[src/rtl/core/ordered_array_insert_delete_defines.svh]
// Assertion macros shared by the ordered array blocks.
// Each macro expects signals named clk and rst in the module that uses it.
`ifndef ORDERED_ARRAY_INSERT_DELETE_DEFINES_SVH
`define ORDERED_ARRAY_INSERT_DELETE_DEFINES_SVH

// Checks a property on every clock edge outside reset.
`define OAID_ASSERT(lbl, prop, msg) \
  lbl: assert property (@(posedge clk) disable iff (rst) (prop)) else $error(msg);

// Checks that post holds in the cycle after pre.
`define OAID_ASSERT_NEXT(lbl, pre, post, msg) \
  lbl: assert property (@(posedge clk) disable iff (rst) (pre) |=> (post)) else $error(msg);

`endif

[src/rtl/core/oaid_pkg.sv]
// Package for the ordered array block: sizes, operation and status codes,
// and the command and status structs between controller and datapath. No dependencies.
package oaid_pkg;

  localparam int CAPACITY  = 64;
  localparam int ADDR_W    = $clog2(CAPACITY);
  localparam int CNT_W     = $clog2(CAPACITY + 1);
  localparam int IDX_W     = 6;
  localparam int VAL_W     = 32;
  localparam int CNT_OUT_W = 7;
  localparam int CMP_W     = (CNT_W > IDX_W) ? CNT_W : IDX_W;

  typedef enum logic [2:0] {
    FN_APPEND = 3'd0,
    FN_INSERT = 3'd1,
    FN_REMOVE = 3'd2,
    FN_FIND   = 3'd3,
    FN_READ   = 3'd4,
    FN_WRITE  = 3'd5,
    FN_CLEAR  = 3'd6
  } func_t;

  typedef enum logic [1:0] {
    ST_OK    = 2'd0,
    ST_RANGE = 2'd1,
    ST_FULL  = 2'd2
  } status_t;

  // Datapath micro-operations, one per cycle.
  typedef enum logic [4:0] {
    DP_NONE,
    DP_LOAD,
    DP_APPEND,
    DP_INS_INIT,
    DP_SHIFT_RD_UP,
    DP_SHIFT_WR_UP,
    DP_INS_FINAL,
    DP_REM_INIT,
    DP_SHIFT_RD_DN,
    DP_SHIFT_WR_DN,
    DP_REM_FINAL,
    DP_FIND_INIT,
    DP_FIND_RD,
    DP_FIND_CMP,
    DP_READ_RD,
    DP_READ_CAP,
    DP_WRITE,
    DP_CLEAR,
    DP_SET_RANGE,
    DP_SET_FULL
  } dp_op_t;

  typedef struct packed {
    dp_op_t op;
    logic   out_load;
  } dp_cmd_t;

  typedef struct packed {
    logic [2:0] func;
    logic       idx_lt_cnt;
    logic       idx_zero;
    logic       full;
    logic       ptr_gt_idx;
    logic       ptr_next_lt_cnt;
    logic       ptr_lt_cnt;
    logic       match;
    logic       out_free;
  } dp_stat_t;

endpackage

[src/rtl/core/oaid_ctrl.sv]
// Controller state machine for the ordered array block.
// Depends on oaid_pkg and ordered_array_insert_delete_defines.svh.
`include "ordered_array_insert_delete_defines.svh"

module oaid_ctrl (
  input  logic              clk,
  input  logic              rst,
  input  logic              in_valid,
  output logic              in_ready,
  input  oaid_pkg::dp_stat_t stat,
  output oaid_pkg::dp_cmd_t  cmd
);

  typedef enum logic [9:0] {
    S_IDLE     = 10'b00_0000_0001,
    S_DECODE   = 10'b00_0000_0010,
    S_INS_CHK  = 10'b00_0000_0100,
    S_INS_WR   = 10'b00_0000_1000,
    S_REM_CHK  = 10'b00_0001_0000,
    S_REM_WR   = 10'b00_0010_0000,
    S_FIND_CHK = 10'b00_0100_0000,
    S_FIND_CMP = 10'b00_1000_0000,
    S_READ_CAP = 10'b01_0000_0000,
    S_FINISH   = 10'b10_0000_0000
  } state_t;

  state_t state;
  state_t state_next;

  always_ff @(posedge clk) begin
    if (rst) begin
      state <= S_IDLE;
    end else begin
      state <= state_next;
    end
  end

  // No beat is taken while reset is held.
  assign in_ready = (state == S_IDLE) && !rst;

  always_comb begin
    state_next   = state;
    cmd.op       = oaid_pkg::DP_NONE;
    cmd.out_load = 1'b0;
    case (state)
      S_IDLE: begin
        if (in_valid) begin
          cmd.op     = oaid_pkg::DP_LOAD;
          state_next = S_DECODE;
        end
      end
      S_DECODE: begin
        state_next = S_FINISH;
        case (stat.func)
          oaid_pkg::FN_APPEND: begin
            cmd.op = stat.full ? oaid_pkg::DP_SET_FULL : oaid_pkg::DP_APPEND;
          end
          oaid_pkg::FN_INSERT: begin
            if (!(stat.idx_lt_cnt || stat.idx_zero)) begin
              cmd.op = oaid_pkg::DP_SET_RANGE;
            end else if (stat.full) begin
              cmd.op = oaid_pkg::DP_SET_FULL;
            end else begin
              cmd.op     = oaid_pkg::DP_INS_INIT;
              state_next = S_INS_CHK;
            end
          end
          oaid_pkg::FN_REMOVE: begin
            if (!stat.idx_lt_cnt) begin
              cmd.op = oaid_pkg::DP_SET_RANGE;
            end else begin
              cmd.op     = oaid_pkg::DP_REM_INIT;
              state_next = S_REM_CHK;
            end
          end
          oaid_pkg::FN_FIND: begin
            cmd.op     = oaid_pkg::DP_FIND_INIT;
            state_next = S_FIND_CHK;
          end
          oaid_pkg::FN_READ: begin
            if (!stat.idx_lt_cnt) begin
              cmd.op = oaid_pkg::DP_SET_RANGE;
            end else begin
              cmd.op     = oaid_pkg::DP_READ_RD;
              state_next = S_READ_CAP;
            end
          end
          oaid_pkg::FN_WRITE: begin
            cmd.op = stat.idx_lt_cnt ? oaid_pkg::DP_WRITE : oaid_pkg::DP_SET_RANGE;
          end
          oaid_pkg::FN_CLEAR: begin
            cmd.op = oaid_pkg::DP_CLEAR;
          end
          default: begin
            cmd.op = oaid_pkg::DP_NONE;
          end
        endcase
      end
      S_INS_CHK: begin
        if (stat.ptr_gt_idx) begin
          cmd.op     = oaid_pkg::DP_SHIFT_RD_UP;
          state_next = S_INS_WR;
        end else begin
          cmd.op     = oaid_pkg::DP_INS_FINAL;
          state_next = S_FINISH;
        end
      end
      S_INS_WR: begin
        cmd.op     = oaid_pkg::DP_SHIFT_WR_UP;
        state_next = S_INS_CHK;
      end
      S_REM_CHK: begin
        if (stat.ptr_next_lt_cnt) begin
          cmd.op     = oaid_pkg::DP_SHIFT_RD_DN;
          state_next = S_REM_WR;
        end else begin
          cmd.op     = oaid_pkg::DP_REM_FINAL;
          state_next = S_FINISH;
        end
      end
      S_REM_WR: begin
        cmd.op     = oaid_pkg::DP_SHIFT_WR_DN;
        state_next = S_REM_CHK;
      end
      S_FIND_CHK: begin
        if (stat.ptr_lt_cnt) begin
          cmd.op     = oaid_pkg::DP_FIND_RD;
          state_next = S_FIND_CMP;
        end else begin
          state_next = S_FINISH;
        end
      end
      S_FIND_CMP: begin
        cmd.op     = oaid_pkg::DP_FIND_CMP;
        state_next = stat.match ? S_FINISH : S_FIND_CHK;
      end
      S_READ_CAP: begin
        cmd.op     = oaid_pkg::DP_READ_CAP;
        state_next = S_FINISH;
      end
      S_FINISH: begin
        // The result waits here until the output register is free.
        if (stat.out_free) begin
          cmd.out_load = 1'b1;
          state_next   = S_IDLE;
        end
      end
      default: begin
        state_next = S_IDLE;
      end
    endcase
  end

  `OAID_ASSERT_NEXT(a_one_beat_at_a_time, in_valid && in_ready, !in_ready, "second beat accepted while busy")
  `OAID_ASSERT(a_shift_up_pairs, cmd.op != oaid_pkg::DP_SHIFT_WR_UP || $past(cmd.op) == oaid_pkg::DP_SHIFT_RD_UP, "shift-up write without preceding read")
  `OAID_ASSERT(a_shift_dn_pairs, cmd.op != oaid_pkg::DP_SHIFT_WR_DN || $past(cmd.op) == oaid_pkg::DP_SHIFT_RD_DN, "shift-down write without preceding read")

endmodule

[src/rtl/core/oaid_dp.sv]
// Datapath for the ordered array block: entry memory, count, scan pointer,
// result and output registers. Depends on oaid_pkg and the defines header.
`include "ordered_array_insert_delete_defines.svh"

module oaid_dp (
  input  logic                                   clk,
  input  logic                                   rst,
  input  oaid_pkg::dp_cmd_t                      cmd,
  output oaid_pkg::dp_stat_t                     stat,
  input  logic [2:0]                             func,
  input  logic [oaid_pkg::IDX_W-1:0]             index,
  input  logic signed [oaid_pkg::VAL_W-1:0]      value,
  output logic                                   out_valid,
  input  logic                                   out_ready,
  output logic signed [oaid_pkg::VAL_W-1:0]      read_value,
  output logic                                   found,
  output logic [oaid_pkg::CNT_OUT_W-1:0]         count,
  output logic [1:0]                             status
);

  logic signed [oaid_pkg::VAL_W-1:0] mem [oaid_pkg::CAPACITY];
  logic signed [oaid_pkg::VAL_W-1:0] rdata;

  logic [oaid_pkg::CNT_W-1:0]        cnt;
  logic [oaid_pkg::CNT_W-1:0]        ptr;
  logic [2:0]                        func_q;
  logic [oaid_pkg::IDX_W-1:0]        idx_q;
  logic signed [oaid_pkg::VAL_W-1:0] val_q;
  logic signed [oaid_pkg::VAL_W-1:0] res_rd;
  logic                              res_found;
  oaid_pkg::status_t                 res_status;

  logic                              rd_en;
  logic [oaid_pkg::ADDR_W-1:0]       rd_addr;
  logic                              wr_en;
  logic [oaid_pkg::ADDR_W-1:0]       wr_addr;
  logic signed [oaid_pkg::VAL_W-1:0] wr_data;
  logic [oaid_pkg::CNT_W-1:0]        ptr_inc;

  assign ptr_inc = ptr + 1'b1;

  assign stat.func            = func_q;
  assign stat.idx_lt_cnt      = oaid_pkg::CMP_W'(idx_q) < oaid_pkg::CMP_W'(cnt);
  assign stat.idx_zero        = (idx_q == '0);
  assign stat.full            = (cnt >= oaid_pkg::CNT_W'(oaid_pkg::CAPACITY));
  assign stat.ptr_gt_idx      = oaid_pkg::CMP_W'(ptr) > oaid_pkg::CMP_W'(idx_q);
  assign stat.ptr_next_lt_cnt = (ptr_inc < cnt);
  assign stat.ptr_lt_cnt      = (ptr < cnt);
  assign stat.match           = (rdata == val_q);
  assign stat.out_free        = !out_valid || out_ready;

  // Memory port selection. Reads are registered, so each shift step is
  // a read in one cycle and the write of that word in the next.
  always_comb begin
    rd_en   = 1'b0;
    rd_addr = '0;
    wr_en   = 1'b0;
    wr_addr = '0;
    wr_data = val_q;
    case (cmd.op)
      oaid_pkg::DP_SHIFT_RD_UP: begin
        rd_en   = 1'b1;
        rd_addr = oaid_pkg::ADDR_W'(ptr - 1'b1);
      end
      oaid_pkg::DP_SHIFT_RD_DN: begin
        rd_en   = 1'b1;
        rd_addr = oaid_pkg::ADDR_W'(ptr_inc);
      end
      oaid_pkg::DP_FIND_RD: begin
        rd_en   = 1'b1;
        rd_addr = oaid_pkg::ADDR_W'(ptr);
      end
      oaid_pkg::DP_READ_RD: begin
        rd_en   = 1'b1;
        rd_addr = oaid_pkg::ADDR_W'(idx_q);
      end
      oaid_pkg::DP_APPEND: begin
        wr_en   = 1'b1;
        wr_addr = oaid_pkg::ADDR_W'(cnt);
      end
      oaid_pkg::DP_SHIFT_WR_UP, oaid_pkg::DP_SHIFT_WR_DN: begin
        wr_en   = 1'b1;
        wr_addr = oaid_pkg::ADDR_W'(ptr);
        wr_data = rdata;
      end
      oaid_pkg::DP_INS_FINAL, oaid_pkg::DP_WRITE: begin
        wr_en   = 1'b1;
        wr_addr = oaid_pkg::ADDR_W'(idx_q);
      end
      default: begin
        wr_en = 1'b0;
      end
    endcase
  end

  always_ff @(posedge clk) begin
    if (wr_en) begin
      mem[wr_addr] <= wr_data;
    end
    if (rd_en) begin
      rdata <= mem[rd_addr];
    end
  end

  always_ff @(posedge clk) begin
    if (rst) begin
      cnt       <= '0;
      out_valid <= 1'b0;
    end else begin
      case (cmd.op)
        oaid_pkg::DP_APPEND, oaid_pkg::DP_INS_FINAL: cnt <= cnt + 1'b1;
        oaid_pkg::DP_REM_FINAL:                      cnt <= cnt - 1'b1;
        oaid_pkg::DP_CLEAR:                          cnt <= '0;
        default:                                     cnt <= cnt;
      endcase
      if (cmd.out_load) begin
        out_valid <= 1'b1;
      end else if (out_ready) begin
        out_valid <= 1'b0;
      end
    end
  end

  always_ff @(posedge clk) begin
    case (cmd.op)
      oaid_pkg::DP_LOAD: begin
        func_q     <= func;
        idx_q      <= index;
        val_q      <= value;
        res_rd     <= '0;
        res_found  <= 1'b0;
        res_status <= oaid_pkg::ST_OK;
      end
      oaid_pkg::DP_INS_INIT:    ptr <= cnt;
      oaid_pkg::DP_SHIFT_WR_UP: ptr <= ptr - 1'b1;
      oaid_pkg::DP_REM_INIT:    ptr <= oaid_pkg::CNT_W'(idx_q);
      oaid_pkg::DP_SHIFT_WR_DN: ptr <= ptr_inc;
      oaid_pkg::DP_FIND_INIT:   ptr <= '0;
      oaid_pkg::DP_FIND_RD:     ptr <= ptr_inc;
      oaid_pkg::DP_FIND_CMP:    res_found <= stat.match;
      oaid_pkg::DP_READ_CAP:    res_rd <= rdata;
      oaid_pkg::DP_SET_RANGE:   res_status <= oaid_pkg::ST_RANGE;
      oaid_pkg::DP_SET_FULL:    res_status <= oaid_pkg::ST_FULL;
      default:                  ptr <= ptr;
    endcase
    if (cmd.out_load) begin
      read_value <= res_rd;
      found      <= res_found;
      count      <= oaid_pkg::CNT_OUT_W'(cnt);
      status     <= res_status;
    end
  end

  `OAID_ASSERT(a_count_bounded, cnt <= oaid_pkg::CNT_W'(oaid_pkg::CAPACITY), "entry count above capacity")
  `OAID_ASSERT(a_load_when_free, !cmd.out_load || stat.out_free, "result loaded over an untaken beat")

endmodule

[src/rtl/core/ordered_array_insert_delete.sv]
// Top level of the ordered array block: controller and datapath.
// Depends on oaid_pkg, oaid_ctrl and oaid_dp.
//
// Channel  Handshake             Payload
// in       in_valid / in_ready   func, index, value
// out      out_valid / out_ready read_value, found, count, status
//
// Append, write, clear, full and out-of-range cases finish straight after decode; read
// adds a registered read of the entry. Insert at index i shifts the entries from the end
// down to i up by one, remove shifts those above i down by one, and find scans from 0 to a match.
// The memory, one access a cycle with a registered read, moves a word by a read then a write.
// A new beat is accepted the cycle after the previous result enters the output
// register. Reset clears the count and control only; entry contents stay as they are.
// While out_ready is low the finished result holds and the next result waits.
module ordered_array_insert_delete (
  input  logic                              clk,
  input  logic                              rst,
  input  logic                              in_valid,
  output logic                              in_ready,
  input  logic [2:0]                        func,
  input  logic [oaid_pkg::IDX_W-1:0]        index,
  input  logic signed [oaid_pkg::VAL_W-1:0] value,
  output logic                              out_valid,
  input  logic                              out_ready,
  output logic signed [oaid_pkg::VAL_W-1:0] read_value,
  output logic                              found,
  output logic [oaid_pkg::CNT_OUT_W-1:0]    count,
  output logic [1:0]                        status
);

  oaid_pkg::dp_cmd_t  cmd;
  oaid_pkg::dp_stat_t stat;

  oaid_ctrl u_ctrl (
    .clk      (clk),
    .rst      (rst),
    .in_valid (in_valid),
    .in_ready (in_ready),
    .stat     (stat),
    .cmd      (cmd)
  );

  oaid_dp u_dp (
    .clk        (clk),
    .rst        (rst),
    .cmd        (cmd),
    .stat       (stat),
    .func       (func),
    .index      (index),
    .value      (value),
    .out_valid  (out_valid),
    .out_ready  (out_ready),
    .read_value (read_value),
    .found      (found),
    .count      (count),
    .status     (status)
  );

endmodule

[config.mk]
export PLATFORM = sky130hd
export DESIGN_NAME = ordered_array_insert_delete
export DESIGN_NICKNAME = d
export VERILOG_FILES = /design/src/rtl/core/oaid_pkg.sv /design/src/rtl/core/oaid_ctrl.sv /design/src/rtl/core/oaid_dp.sv /design/src/rtl/core/ordered_array_insert_delete.sv
export VERILOG_INCLUDE_DIRS = /design/src /design/src/rtl/core
export SDC_FILE = /design/constraint.sdc
export NUM_CORES = 2
export LEC_CHECK = 0
export BUFFER_PORTS_ARGS = -buffer_cell sky130_fd_sc_hd__clkbuf_2
export CAP_MARGIN = 20
export CORE_ASPECT_RATIO = 0.9
export CORE_MARGIN = 8
export CORE_UTILIZATION = 55
export DETAILED_ROUTE_END_ITERATION = 8
export PLACE_DENSITY_LB_ADDON = 0.3
export SYNTH_ARGS = -nofsm -noshare
export SYNTH_HDL_FRONTEND = slang
export SYNTH_HIERARCHICAL = 1
export SYNTH_SLANG_ARGS = --single-unit
[constraint.sdc]
create_clock -name clk -period 16.4 [get_ports clk]
set_input_delay 2.46 -clock clk [delete_from_list [all_inputs] [get_ports clk]]
set_output_delay 2.46 -clock clk [all_outputs]
set_load 0.02 [all_outputs]
**Word-level counts from Yosys, hierarchy flattened**

Memory sizes are Yosys's and may differ from the RTL's. A register that Yosys moved wholly into a read port is not among the register bits.
Cells that the tools add are included.

- Add/sub/neg operators: 4
- Multipliers: 0
- Div/mod/pow operators: 0
- Magnitude comparators: 5
- Eq/ne operators: 38
- Shift-type cells: 0
- Multiplexer cells: 40
- Bitwise gates (word level): 0
- Reduce and logical (&&, ||, !) cells: 20

Operators with widths:

| kind | count |
|---|---|
| 10-bit 2-to-1 mux | 10 |
| 10-bit case mux with 10 select lines | 1 |
| 32-bit case mux with 2 select lines | 1 |
| 5-bit case mux with 9 select lines | 1 |
| 5-bit by 4-bit == test with 1-bit output (second input constant) | 8 |
| 10-bit case mux with 4 select lines | 1 |
| 5-bit case mux with 7 select lines | 1 |
| 7-bit case mux with 5 select lines | 1 |
| 32-bit == test | 1 |
| 32-bit 2-to-1 mux | 1 |
| 5-bit 2-to-1 mux | 5 |
| 6-bit case mux with 4 select lines | 1 |
| 7-bit case mux with 3 select lines | 1 |
| 5-bit by 3-bit == test with 1-bit output (second input constant) | 4 |
| 5-bit == test (second input constant) | 4 |
| 6-bit case mux with 3 select lines | 1 |
| 7-bit by 1-bit adder with 7-bit output (second input constant) | 2 |
| 7-bit < comparator | 2 |
| 7-bit by 1-bit subtractor with 7-bit output (second input constant) | 2 |
| 10-bit by 1-bit == test with 1-bit output (second input constant) | 1 |
| 10-bit == test (second input constant) | 1 |
| 10-bit by 2-bit == test with 1-bit output (second input constant) | 1 |
| 10-bit by 3-bit == test with 1-bit output (second input constant) | 1 |
| 10-bit by 4-bit == test with 1-bit output (second input constant) | 1 |
| other kinds (31) | 54 |

- Register bits: 143
- Bits in latches: 0
- Memory bits (writable): 2048
- ROM bits: 0
- Input port bits: 45
- Output and inout bits: 44
- Logic and storage cells: 122
- Memories: 1

Memory list:

| name | words | width | read ports | clocked after memory_dff | wr ports | RTL line | source |
|---|---|---|---|---|---|---|---|
| u_dp.mem | 64 | 32 | 1 | 1 | 1 | oaid_dp.sv:21 | `logic signed [oaid_pkg::VAL_W-1:0] mem [oaid_pkg::CAPACITY];` |

**Logic depth before layout (Yosys ltp)**

- Depth in word-level cells: 10
- Mapped depth: 30

**Modules after synthesis**

Netlist, hierarchy kept.

By module, submodules not included:

| module | instances | cells each | area an instance (µm²) | seq. area each (µm²) |
|---|---|---|---|---|
| oaid_dp | 1 | 5769 | 87377.6 | 66373.7 |
| oaid_ctrl | 1 | 127 | 998.5 | 200.2 |

**Worst setup path after synthesis**

No wires, ideal clock.

- Path kind: input to register
- Start: input port in_valid
- End: register u_dp/res_rd[0] (netlist bit) (enable)
- Library setup time: 0.375 ns
- Data arrival time: 7.081 ns
- Data required time: 16.025 ns
- Setup slack: 8.944 ns
- Stages: 8
- Cell sequence: inv_1 > o211a_1 > o21ai_0 > buf_2 > clkbuf_1 > nand2_1 > nor3_1 > or2_2

RTL lines:

| item | RTL line | source |
|---|---|---|
| start: declaration | ordered_array_insert_delete.sv:18 | `input logic in_valid,` |
| end signal: assignment | oaid_dp.sv:141 | `oaid_pkg::DP_READ_CAP: res_rd <= rdata;` |
| end: declaration | oaid_dp.sv:29 | `logic signed [oaid_pkg::VAL_W-1:0] res_rd;` |

==> flow_summary.rst <==
.. list-table::
   :header-rows: 1

   * - Metric
     - Value
   * - Result of the run
     - completed
   * - Die W
     - 439 um
   * - HPWL after DPL
     - between 100000 and 150000 um
   * - Depth of the CTS H-tree
     - 4
   * - Hold buffer count at CTS
     - 0
   * - Leakage power of the design
     - 32.5 nW
   * - Initial standard-cell utilization of the core
     - 55.4%
   * - Hold-critical path depth
     - 0
   * - Synth Cell Area
     - 88400 um^2
   * - Crit end category
     - register
   * - Area after detailed placement
     - 92000 um^2
   * - Startpoint kind of the worst setup timing path
     - register
   * - Yosys warning count
     - 6
   * - Portion of the post-synthesis area used by sequential elements
     - 75.3%
   * - Post-cts sizing count
     - 0
   * - Cell internal power dissipation
     - between 9 and 10 mW
   * - Fraction of power consumed by sequential logic
     - 55.8%
   * - Overall die height
     - between 300 and 400 um
   * - Max Cap Violations
     - 0
   * - Wire length of the first global-routing pass
     - 364000 um
   * - Pin count of the biggest net entering global routing
     - ~160
   * - Max Clk Rate
     - 0.113 GHz
   * - Detail-routed net length per standard cell
     - between 30 and 40 um
   * - Post-synthesis cell count
     - approximately 5900
   * - Buf+Inv Stages, Crit Path
     - 5
   * - Fillcell total
     - around 11000
   * - Total of buffers placed on input and output ports
     - just under 90
   * - Net switching component of the power
     - 2.38 mW
   * - Final hold vios
     - 0
   * - Number of global-route vias before repair
     - 51700
   * - Required time of the critical path
     - around 17 ns
   * - Critical Setup Path Class
     - register to register
   * - Clock transition at the register clock pins on the worst setup and hold paths after CTS
     - 0.06 ns
   * - RSZ-0062 raised after global routing
     - false
   * - CP arrival
     - 9.60 ns
   * - Routability cong.
     - 0.893
   * - Maximum resistive drop on vdd
     - approximately 89 uV
   * - Ports
     - 89
   * - Total number of vias
     - about 55000
   * - Post-Place Worst Slack
     - 7.74 ns
   * - Max FO, Critical Path
     - 68
   * - Clock power frac
     - between 40% and 50%
   * - Seq cells post-synth
     - around 2200
   * - Overall power
     - 11.4 mW
   * - Clock tree sinks
     - 2223
   * - Net Sw Frac
     - 20.8%
   * - Clock latency reported for the late side of the worst-skew pair
     - 0.85 ns
   * - Core region area
     - between 150000 and 200000 um^2
   * - Top_reg_cell synth
     - sky130_fd_sc_hd__edfxtp_1
   * - Area growth from synthesis to layout
     - 11.7%
   * - Category of cells accounting for the largest share of critical-path delay
     - compound AO/OA/AOI/OAI gates
   * - Net Count, Synth
     - between 5000 and 6000
   * - Root cell of the clock tree
     - sky130_fd_sc_hd__clkbuf_16
   * - Final worst path period need
     - around 8.9 ns
   * - Buffer count from post-CTS setup fixing
     - 0
   * - EDFF count, synth
     - 2205
   * - Comb power frac
     - 3.1%
   * - R2R depth
     - 27
   * - Number of DRC violations after detailed routing
     - 0
   * - Total setup violations reported at the end of the flow
     - 0
   * - Worst min-delay path class
     - register to register
   * - DR iter-0 viols
     - 9205
   * - Antenna violation net count after detailed routing
     - 0
   * - Period utilisation layout
     - 54.2%
   * - Maximum single-stage delay on the critical path
     - approximately 0.96 ns
   * - CTS tree
     - built
   * - Slowest library cell on the worst path
     - sky130_fd_sc_hd__a21oi_1
   * - FFs w/ async S/R, synth
     - 0%
   * - Sum of routed wire length over all layers
     - 255000 um
   * - CP Depth
     - 27
   * - Count of pins over their slew limit
     - 0
   * - Total clock buffers created by CTS
     - 209
   * - Worst-case headroom to the max-slew limit
     - 9.22%
   * - Floorplan row count
     - 139
   * - Grt ovf
     - 0
   * - All-layer global routing usage
     - 28.6%
   * - Total power divided by cell area
     - between 100 and 150 nW/um^2
   * - Clock Skew
     - 0.0350 ns
   * - Distinct cell type count of the synthesized netlist
     - 83
   * - Layout Nets
     - 6073
   * - Pre-Repair DR Iteration Count
     - 7
   * - Worst setup margin
     - 7.52 ns
   * - Initial antenna violation count
     - 27
   * - Worst setup slack for register-to-register paths
     - 7.52 ns
   * - Avg Cell Area, Syn
     - 15.0 um^2
   * - Average vias per placed instance
     - 6.62
   * - Share of final-layout standard cells stronger than drive strength 1
     - 13.1%
   * - Post-route design area
     - 98700 um^2
   * - Maximum buffer depth of the clock tree
     - 3
   * - Setup TNS
     - 0 ns
   * - Slew of the pin with the lowest slew margin
     - 1.34 ns
   * - Full die area
     - roughly 170000 um^2
-- per-layer routing --
layer / part of all wire (%) / global-route usage, %
met1: 37 / 40.5
met4: 4.6 / 11.9
met2: 44 / 41.8
met5: 0.048 / 0
met3: 15 / 8.32
-- synth_stat cells (31+ instances only) --
library cell	instances	area share (%)
sky130_fd_sc_hd__xor2_1	43	0.43
sky130_fd_sc_hd__mux2i_1	184	2.1
sky130_fd_sc_hd__nand2_1	1134	4.8
sky130_fd_sc_hd__buf_2	100	0.57
sky130_fd_sc_hd__a22oi_1	187	1.6
sky130_fd_sc_hd__edfxtp_1	2205	75
sky130_fd_sc_hd__a211oi_1	104	0.88
sky130_fd_sc_hd__a31oi_1	92	0.65
sky130_fd_sc_hd__nand3_1	435	2.5
sky130_fd_sc_hd__a32oi_1	31	0.31
sky130_fd_sc_hd__a21oi_1	275	1.6
sky130_fd_sc_hd__clkbuf_1	203	0.86
sky130_fd_sc_hd__mux4_2	101	2.6
sky130_fd_sc_hd__a221oi_1	66	0.65
sky130_fd_sc_hd__o21ai_0	50	0.28
sky130_fd_sc_hd__and3_1	85	0.60
sky130_fd_sc_hd__or4_1	34	0.29
sky130_fd_sc_hd__buf_1	53	0.23
sky130_fd_sc_hd__nor2_1	130	0.55
sky130_fd_sc_hd__and2_1	40	0.28
-- layout by cell type, fill, tap and decap left out, types with 64 or more instances in the layout --
master / Yosys / layout
sky130_fd_sc_hd__edfxtp_1: 2205 / 2205
sky130_fd_sc_hd__nor2_4: 0 / 69
sky130_fd_sc_hd__clkbuf_16: 0 / 214
sky130_fd_sc_hd__a31oi_1: 92 / 92
sky130_fd_sc_hd__nand2_1: 1134 / 1102
sky130_fd_sc_hd__and3_1: 85 / 84
sky130_fd_sc_hd__nand3_1: 435 / 435
sky130_fd_sc_hd__buf_4: 18 / 172
sky130_fd_sc_hd__a211oi_1: 104 / 104
sky130_fd_sc_hd__clkbuf_2: 0 / 88
sky130_fd_sc_hd__a221oi_1: 66 / 64
sky130_fd_sc_hd__mux2i_1: 184 / 184
sky130_fd_sc_hd__a22oi_1: 187 / 187
sky130_fd_sc_hd__a21oi_1: 275 / 274
sky130_fd_sc_hd__mux4_2: 101 / 101
-- cell families after synthesis --
logic type               after synthesis  synth area share [%]
AO/OA/AOI/OAI                        910                  6.97
XOR/XNOR                              55                 0.545
adder cells (fa/ha/maj)               32                 0.459
buffers and inverters                407                  2.05
flip-flops                          2223                  75.3
multiplexers                         288                  4.70
AND/OR/NAND/NOR                     1981                  9.96
-- state kept, by name (all words and copies together), names as in the netlist, 10 cells and up --
signal,cells
u_ctrl/state,10
u_dp/res_rd,32
u_dp/mem,2048
u_dp/read_value,32
u_dp/val_q,32
u_dp/rdata,32
-- power by group through the flow --
stage          Combinational [mW]  Clock, mW  Sequential [mW]
2_1_floorplan               0.166          0             6.49
5_1_grt                     0.364       4.94             6.37
6_report                    0.350       4.71             6.38
3_5_place_dp                0.335          0             6.49
4_1_cts                     0.337       4.73             6.37
3_3_place_gp                0.321          0             6.50
-- through the flow --
step | cells | hold slack (ns) | util [%]
after global placement | 7878 | 0.402 | 57.5
after global routing | 8285 | 0.417 | 61.8
final | 8302 | 0.418 | 61.9
after floorplan | 5896 | 0.400 | -
after CTS | 8280 | 0.418 | 61.8
after detailed placement | 7898 | 0.405 | 57.7
-- path summary, 6_finish.rpt --
| kind | startpoint | endpoint |
|---|---|---|
| worst max-delay path | u_dp/ptr[0]$_DFFE_PP_ | u_dp/rdata[0]$_DFFE_PN_ |
| worst min-delay path | u_dp/res_rd[21]$_SDFFCE_PN0P_ | u_dp/read_value[21]$_DFFE_PP_ |
| worst max register to register | u_dp/ptr[0]$_DFFE_PP_ | u_dp/rdata[0]$_DFFE_PN_ |
| worst min register to register | u_dp/res_rd[21]$_SDFFCE_PN0P_ | u_dp/read_value[21]$_DFFE_PP_ |
-- layout make-up --
type	count	area (um^2)	share of cell area (%)
multi-input combinational	3266	20800	21.1
timing repair buffer	275	1960	1.99
antenna	19	47.5	0.0482
clock inverter	118	1050	1.06
tap	2115	2650	2.68
sequential	2223	66600	67.5
clock buffer	264	5540	5.62
inverter	22	82.6	0.0837
(Power assumes the default switching activity.)
